**config.mk**
```make
export PLATFORM = sky130hd
export DESIGN_NAME = iclm_ram
export DESIGN_NICKNAME = d
export VERILOG_FILES = /design/src/sv/iclm_ram.sv
export SDC_FILE = /design/constraint.sdc
export NUM_CORES = 2
export LEC_CHECK = 0
export BUFFER_PORTS_ARGS = -buffer_cell sky130_fd_sc_hd__buf_2
export CAP_MARGIN = 30
export CORE_UTILIZATION = 28
export DETAILED_ROUTE_END_ITERATION = 7
export PLACE_DENSITY_LB_ADDON = 0.25
export SLEW_MARGIN = 40
export SYNTH_ARGS = -nofsm -noshare
export SYNTH_HDL_FRONTEND = slang
export SYNTH_SLANG_ARGS = --single-unit
export TNS_END_PERCENT = 50
```
**constraint.sdc**
```tcl
create_clock -name clk -period 2.9 [get_ports clk]
set_input_delay 0.58 -clock clk [delete_from_list [all_inputs] [get_ports clk]]
set_output_delay 0.58 -clock clk [all_outputs]
set_load 0.02 [all_outputs]
```
**src/sv/iclm_ram.sv**
```systemverilog
// Generic single-write, single-read RAM with registered read data.
// Depends on nothing.
module iclm_ram #(
	parameter int WIDTH = 8,
	parameter int DEPTH = 256
) (
	input  logic                     clk,
	input  logic                     we,
	input  logic [$clog2(DEPTH)-1:0] waddr,
	input  logic [WIDTH-1:0]         wdata,
	input  logic [$clog2(DEPTH)-1:0] raddr,
	output logic [WIDTH-1:0]         rdata
);

	logic [WIDTH-1:0] mem_q [DEPTH];
	logic [WIDTH-1:0] rdata_q;

	// write port
	always_ff @(posedge clk) begin
		if (we) begin
			mem_q[waddr] <= wdata;
		end
	end

	// registered read port
	always_ff @(posedge clk) begin
		rdata_q <= mem_q[raddr];
	end

	assign rdata = rdata_q;

endmodule

```
==> results.md <==
- Largest family of logic cells by synthesized area: multiplexers
- Root Driver: clkbuf_16
- Worst Setup Start Kind: input pin
- Critical Path, Cell by Cell: buf_8, buf_4, buf_12, buf_12, mux2i_1, o221ai_1, a21oi_1, o32ai_1, nor3_1, buf_4, nor4_1
- VDD IR max: 0.573 mV
- Synthesized area per cell: 21.3 µm²
- Die W: between 500 and 600 µm
- Hpwl dp: roughly 150000 µm
- R2R Path Start: mem_q[82][3]
- Hold Fails Final Rpt: 0
- R2r endpoint: rdata[3]
- Pwr Total: 0.0635 W
- Slew of the pin with the lowest slew margin: 0.870 ns
- Clock Sinks: a little over 2000
- Iter 0 DRT Violations: 4171
- Fin crit share: 0.968
- Slew margin rel.: 0.418
- Final Setup Violations: 0
- Final Non-Filler Cells: between 8000 and 9000
- Worst hold path type: input pin to flip-flop
- Die ar.: approximately 290000 µm²
- Worst EP required: approximately 3.6 ns
- First-pass iteration count of the detailed router: 5
- Hold Crit Depth: 1
- Via count: around 40000
- First-pass GRT wire length: 321000 µm
- Crit Path Max Fanout: 19
- Pwr/cell area: around 660 nW/µm²
- Post-synth top cells: edfxtp_1 (2048), mux4_2 (454), nor2_1 (282)
- Clk_lat worst skew: between 0.8 and 0.9 ns
- Netlist cell types: between 50 and 60
- EDFF count, synth: between 2000 and 2500
- Crit path max-delay family: buffers and inverters
- Max Cap Viol: 0
- TritonCTS clock tree: built
- Routed Antenna Nets: 0
- Worst hold start: wdata[2]
- Slowest CP cell: nor4_1
- Synth warnings: 0
- Synth Area in Simple Gates: 0.0263
- # DRC: 0
- Fillers: between 20000 and 30000
- Async set-reset flop share out of synthesis: 0
- Buffers plus inverters on the worst setup path: 5
- Mapped cell area: 79600 µm²
- Leading area contributor after synthesis: edfxtp_1
- RePlAce Congestion: between 0.8 and 0.9
- R2R cell count: 7
- Share of layout cells above drive strength 1: 0.335
- Overflow left after global routing: 0
- Layout Skew: ~0.035 ns
- Arrival time worst endpoint: around 3.5 ns
- Register area share after synthesis: 0.775
- RSZ-0062 raised after global routing: false
- Hold endpoint: mem_q[87][2]
- Predominant post-synthesis flop cell: edfxtp_1
- Critical Path End Type: flip-flop
- Cells after Synth: 3733
- Initial Util: 0.282
- Die Y: ~540 µm
- IO Count: 34
- Xor and xnor fraction of the mapped netlist area: 0
- Initial antenna violation count: 16
- Synth area leaders: edfxtp_1 (77%), mux4_2 (13%), mux2i_1 (1.7%)
- Slowest cell delay on critical path: about 0.6 ns
- Routed vias/inst: ~4.8
- Routed len/inst: about 27 µm
- Mux contribution to synthesized area: 0.146
- Seq cells post-synth: roughly 2100
- Area growth, synth to finish: 21.5%
- Vias in the first global route: between 40000 and 50000
- Reg2Reg Setup Slack: about 0.26 ns
- Final WL: between 200000 and 250000 µm
- Setup CP Type: input pin to flip-flop
- Core Footprint: roughly 280000 µm²
- Synth Area in Compound Gates: 0.0342
- Clk slew on worst S/H paths: ~0.060 ns
- Final net count: between 4000 and 5000
- CTS H-tree lvls: 4
- Largest net degree at the start of global routing: 92
- Share of the synthesized area in the top cell type: 0.773
- IO Port Bufs: 33
- CTS Buf Count: 214
- CTS max path bufs: 3
- GRT Overall Usage: 0.156
- Most frequent cell after synthesis: edfxtp_1
- Status: finished, final reports clean
- Leakage: 30.9 nW
- Fmax: 0.356 GHz
- Slew Limit Fails: 0
- Fin crit period: between 2 and 3 ns
- Rows: 195
- Adder-cell area share of the yosys netlist: 0
- Synthesized net count: approximately 3800
- Postcts setup bufs: 0
- Cell count after placement: 8030
-- cells in the final DEF, fill, tap and decap left out, types with 28 or more instances in the layout --
cell | Yosys | final
nor2_1 | 282 | 279
nand3_1 | 34 | 28
buf_12 | 8 | 75
o221ai_1 | 46 | 46
a21oi_1 | 96 | 96
nor2b_1 | 31 | 28
edfxtp_1 | 2048 | 2048
mux4_2 | 454 | 454
clkbuf_16 | 0 | 217
o22ai_1 | 28 | 28
buf_4 | 27 | 681
mux2i_1 | 134 | 134
clkbuf_1 | 111 | 53
clkinv_1 | 1 | 49
clkinv_2 | 0 | 35
a22oi_1 | 133 | 133
nand2_1 | 33 | 33
-- layout make-up --
cell class,instances,area (µm²),area share
sequential,2056,61700,0.638
multi-input combinational,1442,16600,0.171
tap,3743,4680,0.0485
timing repair buffer,787,6870,0.0711
clock inverter,123,1160,0.0120
clock buffer,273,5670,0.0587
antenna,7,17.5,0.000181
inverter,2,7.51,0.0000777
-- power breakdown --
group          total (W)  internal, W  switching, W
logic            0.00360      0.00144       0.00217
registers         0.0328       0.0328     0.0000617
clock network     0.0271       0.0155        0.0115
total             0.0635       0.0497        0.0138
-- stage by stage --
step	hold slack [ns]	TNS (ns)	utilization	cell area, µm²	setup WS, ns
finish	0.0980	0	0.342	96600	0.0937
global route	0.0639	0	0.342	96600	0.0560
CTS	0.0455	0	0.342	96600	0.0104
detailed placement	0.967	-5.55	0.318	89800	-0.907
global placement	0.959	-7.85	0.318	89700	-1.71
floorplan	0.679	0	-	79600	0.382
-- kinds of logic after synthesis --
group,Yosys count
flip-flops,2056
AO/OA/AOI/OAI,385
multiplexers,591
AND/OR/NAND/NOR,466
buffers and inverters,235
-- worst max-delay path by stage --
| stage | start | end | slack, ns | cells past startpoint |
|---|---|---|---|---|
| floorplan | raddr[0] | rdata[2] | 0.38 | 9 |
| global placement | raddr[0] | rdata[0] | -1.71 | 10 |
| detailed placement | raddr[0] | rdata[5] | -0.91 | 11 |
| CTS | raddr[0] | rdata[5] | 0.01 | 11 |
| global route | raddr[0] | rdata[5] | 0.06 | 11 |
| finish | raddr[0] | rdata[5] | 0.09 | 11 |
-- state kept, by name, summed over array words and instances, names as in the netlist --
| name | flops |
|---|---|
| mem_q | 2048 |
| rdata | 8 |
-- repair_timing --
action | in CTS | in global routing
endpoints found under the hold margin | 0 | 0
hold buffers | 0 | 0
endpoints found under the setup margin | 0 | 1
gates resized for setup | 0 | 1
-- layer usage --
layer  vias to the layer above  share of wire  global-route usage
met2                      1220           0.48               0.255
li1                      17300              -                   -
met4                         0          0.018              0.0352
met1                     22100           0.45               0.220
met5                         -              0                   0
met3                       239          0.055              0.0233
-- worst register-to-register path: stages (launching register included) --
cell	delay (ns)
edfxtp_1	0.38
mux4_2	0.47
a22o_1	0.25
a221oi_1	0.26
buf_4	0.19
o32ai_1	0.14
nor3_1	0.65
nor4_1	0.16
Power figures use the tool's default switching activity.
