## config.mk

```make
export PLATFORM = sky130hd
export DESIGN_NAME = iclm_useq
export DESIGN_NICKNAME = d
export VERILOG_FILES = /design/src/sv/iclm_pkg.sv /design/src/sv/iclm_useq.sv
export SDC_FILE = /design/constraint.sdc
export NUM_CORES = 1
export LEC_CHECK = 0
export CAP_MARGIN = 20
export CORE_MARGIN = 5
export CORE_UTILIZATION = 65
export DETAILED_ROUTE_END_ITERATION = 16
export DONT_BUFFER_PORTS = 1
export HOLD_SLACK_MARGIN = 0.06
export PLACE_DENSITY = 0.81
export SLEW_MARGIN = 20
export SYNTH_ARGS = -nofsm -noshare
export SYNTH_HDL_FRONTEND = slang
export SYNTH_SLANG_ARGS = --single-unit
```

## constraint.sdc

```tcl
create_clock -name clk -period 7.1 [get_ports clk]
set_input_delay 1.42 -clock clk [delete_from_list [all_inputs] [get_ports clk]]
set_output_delay 1.42 -clock clk [all_outputs]
set_load 0.01 [all_outputs]
```

## src/sv/iclm_pkg.sv

```systemverilog
// Types and constants of the indexed circular list manager.
// Used by the sequencer and the top level; depends on nothing.
package iclm_pkg;

	// Command codes
	typedef enum logic [2:0] {
		CMD_ROOT   = 3'd0,
		CMD_AFTER  = 3'd1,
		CMD_BEFORE = 3'd2,
		CMD_UNLINK = 3'd3,
		CMD_LOCATE = 3'd4,
		CMD_COUNT  = 3'd5
	} cmd_t;

	// Microprogram counter
	typedef logic [4:0] upc_t;

	// Read address source
	typedef enum logic [1:0] {
		RD_AN,
		RD_IT,
		RD_CUR
	} rd_sel_t;

	// Write address source
	typedef enum logic [1:0] {
		WA_AN,
		WA_IT,
		WA_P,
		WA_N
	} wa_sel_t;

	// Next-link write data source
	typedef enum logic [1:0] {
		ND_IT,
		ND_AN,
		ND_N
	} nd_sel_t;

	// Prev-link write data source
	typedef enum logic [1:0] {
		PD_IT,
		PD_AN,
		PD_P
	} pd_sel_t;

	// Root-link write data source
	typedef enum logic {
		RTD_IT,
		RTD_RT
	} rtd_sel_t;

	// Sequencing of the next step
	typedef enum logic [2:0] {
		BR_STEP,
		BR_JUMP,
		BR_JUMP_LONE,
		BR_WALK,
		BR_FINISH
	} br_t;

	// One control word
	typedef struct packed {
		rd_sel_t  rd_sel;
		logic     latch;
		wa_sel_t  wa_sel;
		logic     we_next;
		logic     we_prev;
		logic     we_root;
		nd_sel_t  nd_sel;
		pd_sel_t  pd_sel;
		rtd_sel_t rtd_sel;
		br_t      br;
		upc_t     target;
	} uword_t;

	// Datapath flags seen by the sequencer
	typedef struct packed {
		logic lone;
		logic walk_end;
		logic out_free;
	} iclm_stat_t;

	// Sequencer outputs to the datapath
	typedef struct packed {
		uword_t uw;
		logic   busy;
		logic   deliver;
	} seq_ctl_t;

endpackage

```

## src/sv/iclm_useq.sv

```systemverilog
// Microcode sequencer: step counter, control store and dispatch.
// Depends on iclm_pkg.
module iclm_useq (
	input  logic                   clk,
	input  logic                   arst_n,
	input  logic                   start,
	input  iclm_pkg::cmd_t         cmd,
	input  iclm_pkg::iclm_stat_t   stat,
	output iclm_pkg::seq_ctl_t     ctl
);
	import iclm_pkg::*;

	// program entry points
	localparam upc_t PC_ROOT = 5'd0;
	localparam upc_t PC_IA0  = 5'd1;
	localparam upc_t PC_IA1  = 5'd2;
	localparam upc_t PC_IA2  = 5'd3;
	localparam upc_t PC_IA3  = 5'd4;
	localparam upc_t PC_IB0  = 5'd5;
	localparam upc_t PC_IB1  = 5'd6;
	localparam upc_t PC_IB2  = 5'd7;
	localparam upc_t PC_IB3  = 5'd8;
	localparam upc_t PC_UL0  = 5'd9;
	localparam upc_t PC_UL1  = 5'd10;
	localparam upc_t PC_UL2  = 5'd11;
	localparam upc_t PC_UL3  = 5'd12;
	localparam upc_t PC_UL4  = 5'd13;
	localparam upc_t PC_WK0  = 5'd14;
	localparam upc_t PC_WK1  = 5'd15;
	localparam upc_t PC_END  = 5'd16;

	upc_t   upc_q;
	logic   busy_q;
	uword_t uw;

	// control store
	function automatic uword_t ucode(input upc_t pc);
		uword_t w;
		w.rd_sel  = RD_AN;
		w.latch   = 1'b0;
		w.wa_sel  = WA_IT;
		w.we_next = 1'b0;
		w.we_prev = 1'b0;
		w.we_root = 1'b0;
		w.nd_sel  = ND_IT;
		w.pd_sel  = PD_IT;
		w.rtd_sel = RTD_IT;
		w.br      = BR_STEP;
		w.target  = PC_END;
		case (pc)
			// make root: self-loop all three links
			PC_ROOT: begin
				w.wa_sel = WA_IT;
				w.we_next = 1'b1; w.we_prev = 1'b1; w.we_root = 1'b1;
				w.br = BR_JUMP;
			end
			// insert after anchor
			PC_IA0: w.rd_sel = RD_AN;
			PC_IA1: begin
				w.latch = 1'b1;
				w.wa_sel = WA_AN; w.we_next = 1'b1; w.nd_sel = ND_IT;
			end
			PC_IA2: begin
				w.wa_sel = WA_IT;
				w.we_next = 1'b1; w.we_prev = 1'b1; w.we_root = 1'b1;
				w.nd_sel = ND_N; w.pd_sel = PD_AN; w.rtd_sel = RTD_RT;
			end
			PC_IA3: begin
				w.wa_sel = WA_N; w.we_prev = 1'b1; w.pd_sel = PD_IT;
				w.br = BR_JUMP;
			end
			// insert before anchor
			PC_IB0: w.rd_sel = RD_AN;
			PC_IB1: begin
				w.latch = 1'b1;
				w.wa_sel = WA_AN; w.we_prev = 1'b1; w.pd_sel = PD_IT;
			end
			PC_IB2: begin
				w.wa_sel = WA_IT;
				w.we_next = 1'b1; w.we_prev = 1'b1; w.we_root = 1'b1;
				w.nd_sel = ND_AN; w.pd_sel = PD_P; w.rtd_sel = RTD_RT;
			end
			PC_IB3: begin
				w.wa_sel = WA_P; w.we_next = 1'b1; w.nd_sel = ND_IT;
				w.br = BR_JUMP;
			end
			// unlink item, skipped when it is alone
			PC_UL0: w.rd_sel = RD_IT;
			PC_UL1: begin
				w.latch = 1'b1;
				w.br = BR_JUMP_LONE;
			end
			PC_UL2: begin
				w.wa_sel = WA_IT;
				w.we_next = 1'b1; w.we_prev = 1'b1; w.we_root = 1'b1;
			end
			PC_UL3: begin
				w.wa_sel = WA_P; w.we_next = 1'b1; w.nd_sel = ND_N;
			end
			PC_UL4: begin
				w.wa_sel = WA_N; w.we_prev = 1'b1; w.pd_sel = PD_P;
				w.br = BR_JUMP;
			end
			// walk for locate and count
			PC_WK0: w.rd_sel = RD_AN;
			PC_WK1: begin
				w.rd_sel = RD_CUR;
				w.br = BR_WALK;
			end
			PC_END: w.br = BR_FINISH;
			default: w.br = BR_FINISH;
		endcase
		return w;
	endfunction

	// dispatch table
	function automatic upc_t entry_pc(input cmd_t c);
		upc_t pc;
		case (c)
			CMD_ROOT:   pc = PC_ROOT;
			CMD_AFTER:  pc = PC_IA0;
			CMD_BEFORE: pc = PC_IB0;
			CMD_UNLINK: pc = PC_UL0;
			CMD_LOCATE: pc = PC_WK0;
			CMD_COUNT:  pc = PC_WK0;
			default:    pc = PC_END;
		endcase
		return pc;
	endfunction

	// current word, quiet while idle
	always_comb begin
		uw = ucode(upc_q);
		if (!busy_q) begin
			uw.latch   = 1'b0;
			uw.we_next = 1'b0;
			uw.we_prev = 1'b0;
			uw.we_root = 1'b0;
			uw.br      = BR_STEP;
		end
		ctl.uw      = uw;
		ctl.busy    = busy_q;
		ctl.deliver = busy_q && (uw.br == BR_FINISH) && stat.out_free;
	end

	// step counter and conditional jumps
	always_ff @(posedge clk or negedge arst_n) begin
		if (!arst_n) begin
			upc_q  <= PC_END;
			busy_q <= 1'b0;
		end else if (start) begin
			upc_q  <= entry_pc(cmd);
			busy_q <= 1'b1;
		end else if (busy_q) begin
			case (uw.br)
				BR_STEP:      upc_q <= upc_q + upc_t'(1);
				BR_JUMP:      upc_q <= uw.target;
				BR_JUMP_LONE: upc_q <= stat.lone ? uw.target : upc_q + upc_t'(1);
				BR_WALK:      upc_q <= stat.walk_end ? uw.target : upc_q;
				BR_FINISH: begin
					if (stat.out_free) begin
						busy_q <= 1'b0;
					end
				end
				default:      upc_q <= PC_END;
			endcase
		end
	end

endmodule

```

==> impl_metrics.yaml, run 1 <==
outcome:
  status: "completed"
yosys:
  avgSynthCellArea_um2: 7.36
  synth_top_area_share_pct: 14.3
  ys_ff_latch: 6
  synthCells: 119
  yosysSeqAreaShare_pct: 17.3
  async_reset_ff_share_pct: 100
  synthFlopType: "dfrtp_1"
  ys_warn_count: 0
  synth_area_leaders: "dfrtp_1, ha_1, buf_4"
  yosysUniqueCellTypes: 43
  yosysTopAreaCell: "dfrtp_1"
  syn-cell-area_um2: 876
  synth-edff-count: 0
clock_tree:
  insertion_delay_ns: 0.26
  cts_tree: "done"
  clk_pin_slew_worst_paths_ns: 0.06
  postCtsResizedCells: 0
  root_buffer: "clkbuf_4"
  cts_made_buffers: 3
  clock-sinks: 6
  cts_buffer_depth: 2
  h-tree-depth: 1
  post_cts_buffers: 0
  holdBufCountCts: 0
worst_hold_path:
  hold_depth: 1
  min_from: "upc_q[4]"
  hold_end: "upc_q[4]"
  hold_class: "reg2reg"
drt:
  wire_per_inst_um: 15.6
  drc_errors: 0
  vias: 783
  dr.pass1.iters: 4
  drt-total-wl_um: 1960
  via_per_inst: 6.26
  drtIter0Drc: 32
  drtAntennaViolNets: 0
worst_setup_path:
  r2r-start: "upc_q[0]"
  r2r-end: "upc_q[0]"
  end_kind: "primary output"
  crit_type: "reg2out"
  r2r_slack_ns: 4.36
  start_kind: "flip-flop"
  reg2reg_depth: 7
  cp_max_fo: 10
  arrival_ns: 2.54
  critPathRequiredTime_ns: 5.68
global_routing:
  grt_first_pass_wirelength_um: 2980
  grt_max_degree: 25
  grt_usage_pct: 19.7
  antenna_found_initial: 0
  grt_pass1_vias: 653
  grt_overflow_total: 0
power_and_ir_drop:
  p_int_uw: 171
  power.density_nw_per_um2: 467
  sw_frac_of_total_pct: 55.2
  power.static_leakage_nw: 0.357
  power.share.combinational_pct: 64.0
  total_power_uw: 381
  pwr-share-seq_pct: 26.2
  p_sw_uw: 210
  p_clk_share_pct: 9.8
  peakVddDrop_mv: 0.222
floorplan:
  start_util_pct: 68.2
  die_area_um2: 2180
  rows: 13
  ios: 32
  fp.coreArea_um2: 1280
  die_y_um: 46.7
  dieWidth_um: 46.7
finish:
  syn2layout_area_growth_pct: -6.86
  antennaDiodeCount: 0
  final_layout_size_suffix_gt1_share_pct: 7.27
  layout.nets: 125
  fillers: 127
  final_area_um2: 816
sta:
  max_freq_ghz: 0.252
  fin_crit_sh_pct: 55.8
  finalHoldViolCount: 0
  rsz0062_at_grt: "no"
  min_period_ns: 3.96
  fin_setup_tns_ns: 0
  slew_headroom_pct: 60.4
  setup_viol: 0
  worstMarginPinSlew_ns: 0.595
  drv_slew: 0
  postLayoutSetupSlackWorst_ns: 3.14
  finClkSkew_ns: 0.0146
place:
  dp_slack_ns: 3.43
  place_congestion: 0.844
  dpl-instance-area_um2: 790
  place_hpwl_um: 1460
  io_buffers: 0
run:
  maxCapViolCount: 0
==> power groups by stage <==
| stage | clock network [mW] | registers, mW | logic [mW] |
|---|---|---|---|
| 2_1_floorplan | 0 | 0.0657 | 0.267 |
| 3_3_place_gp | 0 | 0.0973 | 0.237 |
| 3_5_place_dp | 0 | 0.0998 | 0.242 |
| 4_1_cts | 0.0376 | 0.0990 | 0.243 |
| 5_1_grt | 0.0408 | 0.105 | 0.270 |
| 6_report | 0.0374 | 0.100 | 0.244 |
==> cell families (layout without fill, tap and decap cells) <==
| family | count (synthesis) | in the layout | synth area share (%) |
|---|---|---|---|
| AO/OA/AOI/OAI | 34 | 34 | 26.0 |
| other | 2 | 5 | 0.857 |
| buffers and inverters | 23 | 11 | 16.3 |
| AND/OR/NAND/NOR | 47 | 47 | 29.6 |
| adder cells (fa/ha/maj) | 5 | 5 | 7.14 |
| multiplexers | 2 | 2 | 2.86 |
| flip-flops | 6 | 6 | 17.3 |
==> registers in the layout, indices dropped and copies added, names as in the netlist <==
| name | flops |
|---|---|
| upc_q | 5 |
| busy_q | 1 |
==> how the worst max path moves through the flow <==
stage              to  cells after the start      from
3_3_place_gp   ctl[0]                      7  upc_q[0]
3_5_place_dp   ctl[0]                      7  upc_q[0]
2_1_floorplan  ctl[0]                      9  upc_q[2]
5_1_grt        ctl[0]                      7  upc_q[0]
4_1_cts        ctl[0]                      7  upc_q[0]
6_report       ctl[0]                      7  upc_q[0]
==> metal layers <==
layer / GRT usage, % / part of all wire, % / vias up
met3: 4.69 / 7.8 / 4
met1: 24.6 / 43 / 351
li1: - / - / 392
met2: 31.6 / 48 / 36
met5: 0 / 0 / -
met4: 9.94 / 1.7 / 0
==> layout make-up <==
class / instances / area, µm² / area share (%)
multi-input cells: 93 / 593 / 72.7
flip-flops and latches: 6 / 151 / 18.6
clock buffers: 4 / 26.3 / 3.22
inverters: 7 / 26.3 / 3.22
well taps: 15 / 18.8 / 2.30
==> worst max-delay path, cell delays in order (launching register included) <==
cell and delay [ns]:
dfrtp_1 0.45, ha_1 0.34, and3_1 0.23, ha_1 0.27, nor4b_1 0.31, and3_1 0.46, nand2_1 0.13, inv_1 0.12
==> cells in the final DEF, fill, tap and decap left out, types with 2 or more instances in the layout <==
cell / instances
ha_1: 5
a21oi_1: 8
and3_1: 3
o21ai_0: 9
nor3b_1: 3
dfrtp_1: 5
o31a_1: 2
nand3_1: 3
nor3_1: 3
nor2b_1: 2
o211ai_1: 2
a211o_1: 2
conb_1: 5
nand2b_1: 3
inv_1: 7
nor4_1: 2
clkbuf_4: 3
nand2_1: 10
nor2_1: 10
==> stage by stage <==
step	hold slack [ns]	cells	utilization [%]
floorplan	0.568	122	-
global placement	0.558	121	61.4
detailed placement	0.562	121	61.4
CTS	0.569	125	63.5
global route	0.604	125	63.5
finish	0.569	125	63.5
==> synth_stat cells (2+ instances only) <==
cell type and number:
a211o_1 2, a21oi_1 8, and3_1 3, buf_4 7, buf_6 4, clkbuf_1 5
conb_1 2, dfrtp_1 5, ha_1 5, inv_1 7, nand2_1 10, nand2b_1 3
nand3_1 3, nor2_1 10, nor2b_1 2, nor3_1 3, nor3b_1 3, nor4_1 2
o211ai_1 2, o21ai_0 9, o31a_1 2
Power figures use the tool's default switching activity.
==> inputs of run 2 (changes only) <==
--- a/config.mk
+++ b/config.mk
@@ -7,11 +7,11 @@
 export LEC_CHECK = 0
 export CAP_MARGIN = 20
 export CORE_MARGIN = 5
-export CORE_UTILIZATION = 65
+export CORE_UTILIZATION = 56
 export DETAILED_ROUTE_END_ITERATION = 16
 export DONT_BUFFER_PORTS = 1
 export HOLD_SLACK_MARGIN = 0.06
-export PLACE_DENSITY = 0.81
+export PLACE_DENSITY = 0.74
 export SLEW_MARGIN = 20
 export SYNTH_ARGS = -nofsm -noshare
 export SYNTH_HDL_FRONTEND = slang
==> constraint.sdc (replaced) <==
create_clock -name clk -period 3.42 [get_ports clk]
set_input_delay 0.684 -clock clk [delete_from_list [all_inputs] [get_ports clk]]
set_output_delay 0.684 -clock clk [all_outputs]
set_load 0.01 [all_outputs]
==> run 2 against run 1 <==
- cell count up 2.4%
- first-iteration DRC count is 25% lower
- via count up 1.3%
- largest cell class unchanged
- highest routed layer is now met3
==> impl_metrics.yaml, run 2 (synthesis gave the netlist of run 1 again) <==
power_and_ir_drop:
  p_clk_share_pct: 8.7
  pwr-share-seq_pct: 22.5
  power.density_nw_per_um2: 974
  sw_frac_of_total_pct: 53.4
  p_int_uw: 378
  power.static_leakage_nw: 0.367
  p_sw_uw: 433
  peakVddDrop_mv: 0.400
  power.share.combinational_pct: 68.8
clock_tree:
  cts_made_buffers: 3
  cts_buffer_depth: 2
  holdBufCountCts: 0
  root_buffer: "clkbuf_4"
  cts_tree: "done"
  h-tree-depth: 1
  insertion_delay_ns: 0.24
  postCtsResizedCells: 0
  post_cts_buffers: 0
  clk_pin_slew_worst_paths_ns: 0.05
  clock-sinks: 6
worst_setup_path:
  start_kind: "flip-flop"
  reg2reg_depth: 8
  cpPeakStageDelay_ns: 0.45
  cp_max_fo: 10
  critPathRequiredTime_ns: 2.74
  startpoint: "upc_q[0]"
  arrival_ns: 2.35
  crit_type: "reg2out"
  r2r-start: "upc_q[0]"
  slowest_stage: "dfrtp_1"
  end_kind: "primary output"
  path_cells: "ha_1 > and3_1 > ha_1 > nor4b_1 > and3_1 > buf_4 > nand2_1 > inv_1"
global_routing:
  grt_max_degree: 24
  grt_usage_pct: 16.4
  grt_pass1_vias: 766
  grt_first_pass_wirelength_um: 3350
  antenna_found_initial: 0
  grt_overflow_total: 0
sta:
  finalHoldViolCount: 0
  setup_viol: 0
  drv_slew: 0
  slew_headroom_pct: 65.5
  postLayoutSetupSlackWorst_ns: 0.383
  rsz0062_at_grt: "no"
  worstMarginPinSlew_ns: 0.518
  finClkSkew_ns: 0.00166
  fin_crit_sh_pct: 88.8
  min_period_ns: 3.04
  max_freq_ghz: 0.329
  fin_setup_tns_ns: 0
finish:
  final_cell_mix: "nand2_1, nor2_1, o21ai_0"
  largest_reg_flops: 5
  syn2layout_area_growth_pct: -5.00
  top_regs: "upc_q (5), busy_q (1)"
  layout.nets: 127
  final_layout_size_suffix_gt1_share_pct: 8.93
  top_register: "upc_q"
  fillers: 160
  antennaDiodeCount: 0
drt:
  drc_errors: 0
  drtAntennaViolNets: 0
  drt-total-wl_um: 1970
  dr.pass1.iters: 4
  wire_per_inst_um: 15.4
  via_per_inst: 6.20
  vias: 793
  drtIter0Drc: 24
floorplan:
  die_y_um: 49.5
  ios: 32
  fp.coreArea_um2: 1490
  dieWidth_um: 49.5
  rows: 14
  start_util_pct: 58.8
  die_area_um2: 2450
outcome:
  status: "completed"
run:
  maxCapViolCount: 0
worst_hold_path:
  hold_class: "in2async"
place:
  place_hpwl_um: 1540
  dp_slack_ns: 0.647
  io_buffers: 0
  place_congestion: 0.804
## run 2: metrics by stage
step / instance area, µm² / hold slack (ns) / utilization, % / total power, mW / cells
detailed placement: 806 / 0.389 / 54.1 / 0.738 / 124
global placement: 806 / 0.389 / 54.1 / 0.727 / 124
global route: 832 / 0.115 / 55.9 / 0.890 / 128
floorplan: 887 / 0.388 / - / 0.691 / 122
finish: 832 / 0.132 / 55.9 / 0.811 / 128
CTS: 832 / 0.125 / 55.9 / 0.812 / 128
## run 2: area by class of cell
type                    count  area, µm²  share of cell area (%)
clock buffers               4       26.3                    3.16
inverters                   7       26.3                    3.16
multi-input cells          93        593                    71.3
flip-flops and latches      6        151                    18.2
well taps                  16       20.0                    2.41
repair buffers              2       15.0                    1.80
## run 2: final timing paths
| check | end | slack, ns |
|---|---|---|
| max | ctl[0] | 0.38 |
| min | busy_q | 0.13 |
| min reg2reg | upc_q[4] | 0.56 |
| max in group asynchronous | upc_q[4] | 3.12 |
| max reg2reg | upc_q[0] | 0.86 |
| min in group clk | busy_q | 0.53 |
## run 2: routing by layer
metal	vias to the layer above	share of wire, %	track usage, %
li1	397	-	-
met1	377	43	20.1
met2	19	50	28.0
met3	0	6.1	5.12
met4	0	0	3.06
met5	-	0	0
## run 2: power groups by stage
stage,sequential [mW],clock [mW],combinational [mW]
detailed placement,0.182,0,0.556
CTS,0.181,0.0734,0.557
global route,0.191,0.0789,0.620
global placement,0.179,0,0.548
floorplan,0.136,0,0.555
finish,0.182,0.0709,0.557
## run 2: worst max-delay path: cells and delay by family, from the launching register on
| kind | cells | cell delay [ns] |
|---|---|---|
| flops | 1 | 0.45 |
| buf+inv | 2 | 0.27 |
| simple gates | 4 | 0.79 |
| fa+ha+maj | 2 | 0.60 |
==> inputs of run 3 (changes only) <==
==> constraint.sdc (replaced) <==
create_clock -name clk -period 3.42 [get_ports clk]
set_input_delay 0.684 -clock clk [delete_from_list [all_inputs] [get_ports clk]]
set_output_delay 0.684 -clock clk [all_outputs]
set_load 0.005 [all_outputs]
==> run 3 against run 2 <==
- global-route usage decreased by 0.79 points
- worst hold slack got worse by 0.0013 ns
- fmax increased by 2.8%
- sequential cell count unchanged
- largest power group unchanged
==> impl_metrics.yaml, run 3 (synthesis gave the netlist of run 1 again) <==
worst_hold_path:
  hold_class: "in2async"
worst_setup_path:
  path_cells: "ha_1 > and3_1 > ha_1 > nor4b_1 > and3_1 > buf_4 > nand2_1 > inv_1"
  cp_max_fo: 10
  worst_path_dominant_cell_family: "simple AND/OR/NAND/NOR gates"
  arrival_ns: 2.27
  end_kind: "primary output"
  slowest_stage: "dfrtp_1"
  critPathRequiredTime_ns: 2.74
  critPathBufInv: 2
  cpPeakStageDelay_ns: 0.44
  start_kind: "flip-flop"
  crit_type: "reg2out"
clock_tree:
  cts_buffer_depth: 2
  holdBufCountCts: 0
  clk_pin_slew_worst_paths_ns: 0.05
  post_cts_buffers: 0
  root_buffer: "clkbuf_4"
  cts_tree: "done"
  cts_made_buffers: 3
  clock-sinks: 6
  postCtsResizedCells: 0
  insertion_delay_ns: 0.25
  h-tree-depth: 1
sta:
  min_period_ns: 2.95
  fin_setup_tns_ns: 0
  drv_slew: 0
  fin_crit_sh_pct: 86.3
  max_freq_ghz: 0.339
  slew_headroom_pct: 65.7
  finClkSkew_ns: 0.000911
  worstMarginPinSlew_ns: 0.514
  finalHoldViolCount: 0
  setup_viol: 0
  rsz0062_at_grt: "no"
drt:
  drc_errors: 0
  drtIter0Drc: 19
  vias: 812
  dr.pass1.iters: 4
  drtAntennaViolNets: 0
  drt-total-wl_um: 2010
  wire_per_inst_um: 15.7
  via_per_inst: 6.34
floorplan:
  start_util_pct: 58.8
  rows: 14
  ios: 32
  die_y_um: 49.5
  fp.coreArea_um2: 1490
  dieWidth_um: 49.5
  die_area_um2: 2450
power_and_ir_drop:
  p_int_uw: 378
  pwr-share-seq_pct: 23.1
  peakVddDrop_mv: 0.430
  p_sw_uw: 400
  p_clk_share_pct: 9.2
  power.static_leakage_nw: 0.367
  sw_frac_of_total_pct: 51.4
  power.share.combinational_pct: 67.6
  power.density_nw_per_um2: 934
outcome:
  status: "completed"
global_routing:
  grt_pass1_vias: 703
  antenna_found_initial: 0
  grt_max_degree: 24
  grt_usage_pct: 15.6
  grt_first_pass_wirelength_um: 3080
  grt_overflow_total: 0
place:
  dpl-instance-area_um2: 806
  place_hpwl_um: 1490
  io_buffers: 0
  place_congestion: 0.784
finish:
  syn2layout_area_growth_pct: -5.00
  final_layout_size_suffix_gt1_share_pct: 8.93
  layout.nets: 127
  largest_reg_flops: 5
  top_regs: "upc_q (5), busy_q (1)"
  antennaDiodeCount: 0
  final_cell_mix: "nand2_1, nor2_1, o21ai_0"
  final_area_um2: 832
  top_register: "upc_q"
run:
  maxCapViolCount: 0
-- run 3: path summary, 6_finish.rpt --
| path | from | to | slack (ns) | cells after the start |
|---|---|---|---|---|
| worst max-delay path | upc_q[0] | ctl[0] | 0.47 | 8 |
| worst min-delay path | arst_n | busy_q | 0.13 | 0 |
| worst max register to register | upc_q[0] | upc_q[0] | 0.92 | 8 |
| worst min register to register | upc_q[4] | upc_q[4] | 0.57 | 1 |
| max in group asynchronous | arst_n | upc_q[4] | 3.12 | 0 |
| min in group clk | start | busy_q | 0.53 | 1 |
-- run 3: cell type report --
cell class	instances	area, µm²
multi-input combinational	93	593
inverter	7	26.3
timing repair buffer	2	15.0
sequential	6	151
tap	16	20.0
clock buffer	4	26.3
fill	140	657
-- run 3: worst register-to-register path, cell delays in order (launching register included) --
cell and delay [ns]:
dfrtp_1 0.44, ha_1 0.33, and3_1 0.22, ha_1 0.24, nor4b_1 0.28, and3_1 0.19, buf_4 0.17, o21ba_4 0.20
mux2_4 0.31
-- run 3: through the flow --
step	std cells	power, mW	worst slack, ns	utilization (%)	hold slack [ns]
3_3_place_gp	124	0.691	0.785	54.1	0.389
2_1_floorplan	122	0.655	0.881	-	0.388
4_1_cts	128	0.780	0.474	55.9	0.124
6_report	128	0.777	0.467	55.9	0.131
5_1_grt	128	0.850	0.304	55.9	0.108
3_5_place_dp	124	0.701	0.745	54.1	0.389
-- run 3: layer usage --
metal  global-route usage [%]  share of wire [%]  up-vias
met5                        0                  0        -
met3                     5.72                6.4        6
li1                         -                  -      395
met1                     17.4                 44      387
met2                     26.5                 48       24
met4                     6.11                1.6        0
-- run 3: power groups by stage --
stage               registers, mW  clock network, mW  logic (mW)
floorplan                   0.136                  0       0.519
global placement            0.177                  0       0.513
detailed placement          0.180                  0       0.521
CTS                         0.179             0.0751       0.526
global route                0.189             0.0808       0.581
finish                      0.180             0.0718       0.526
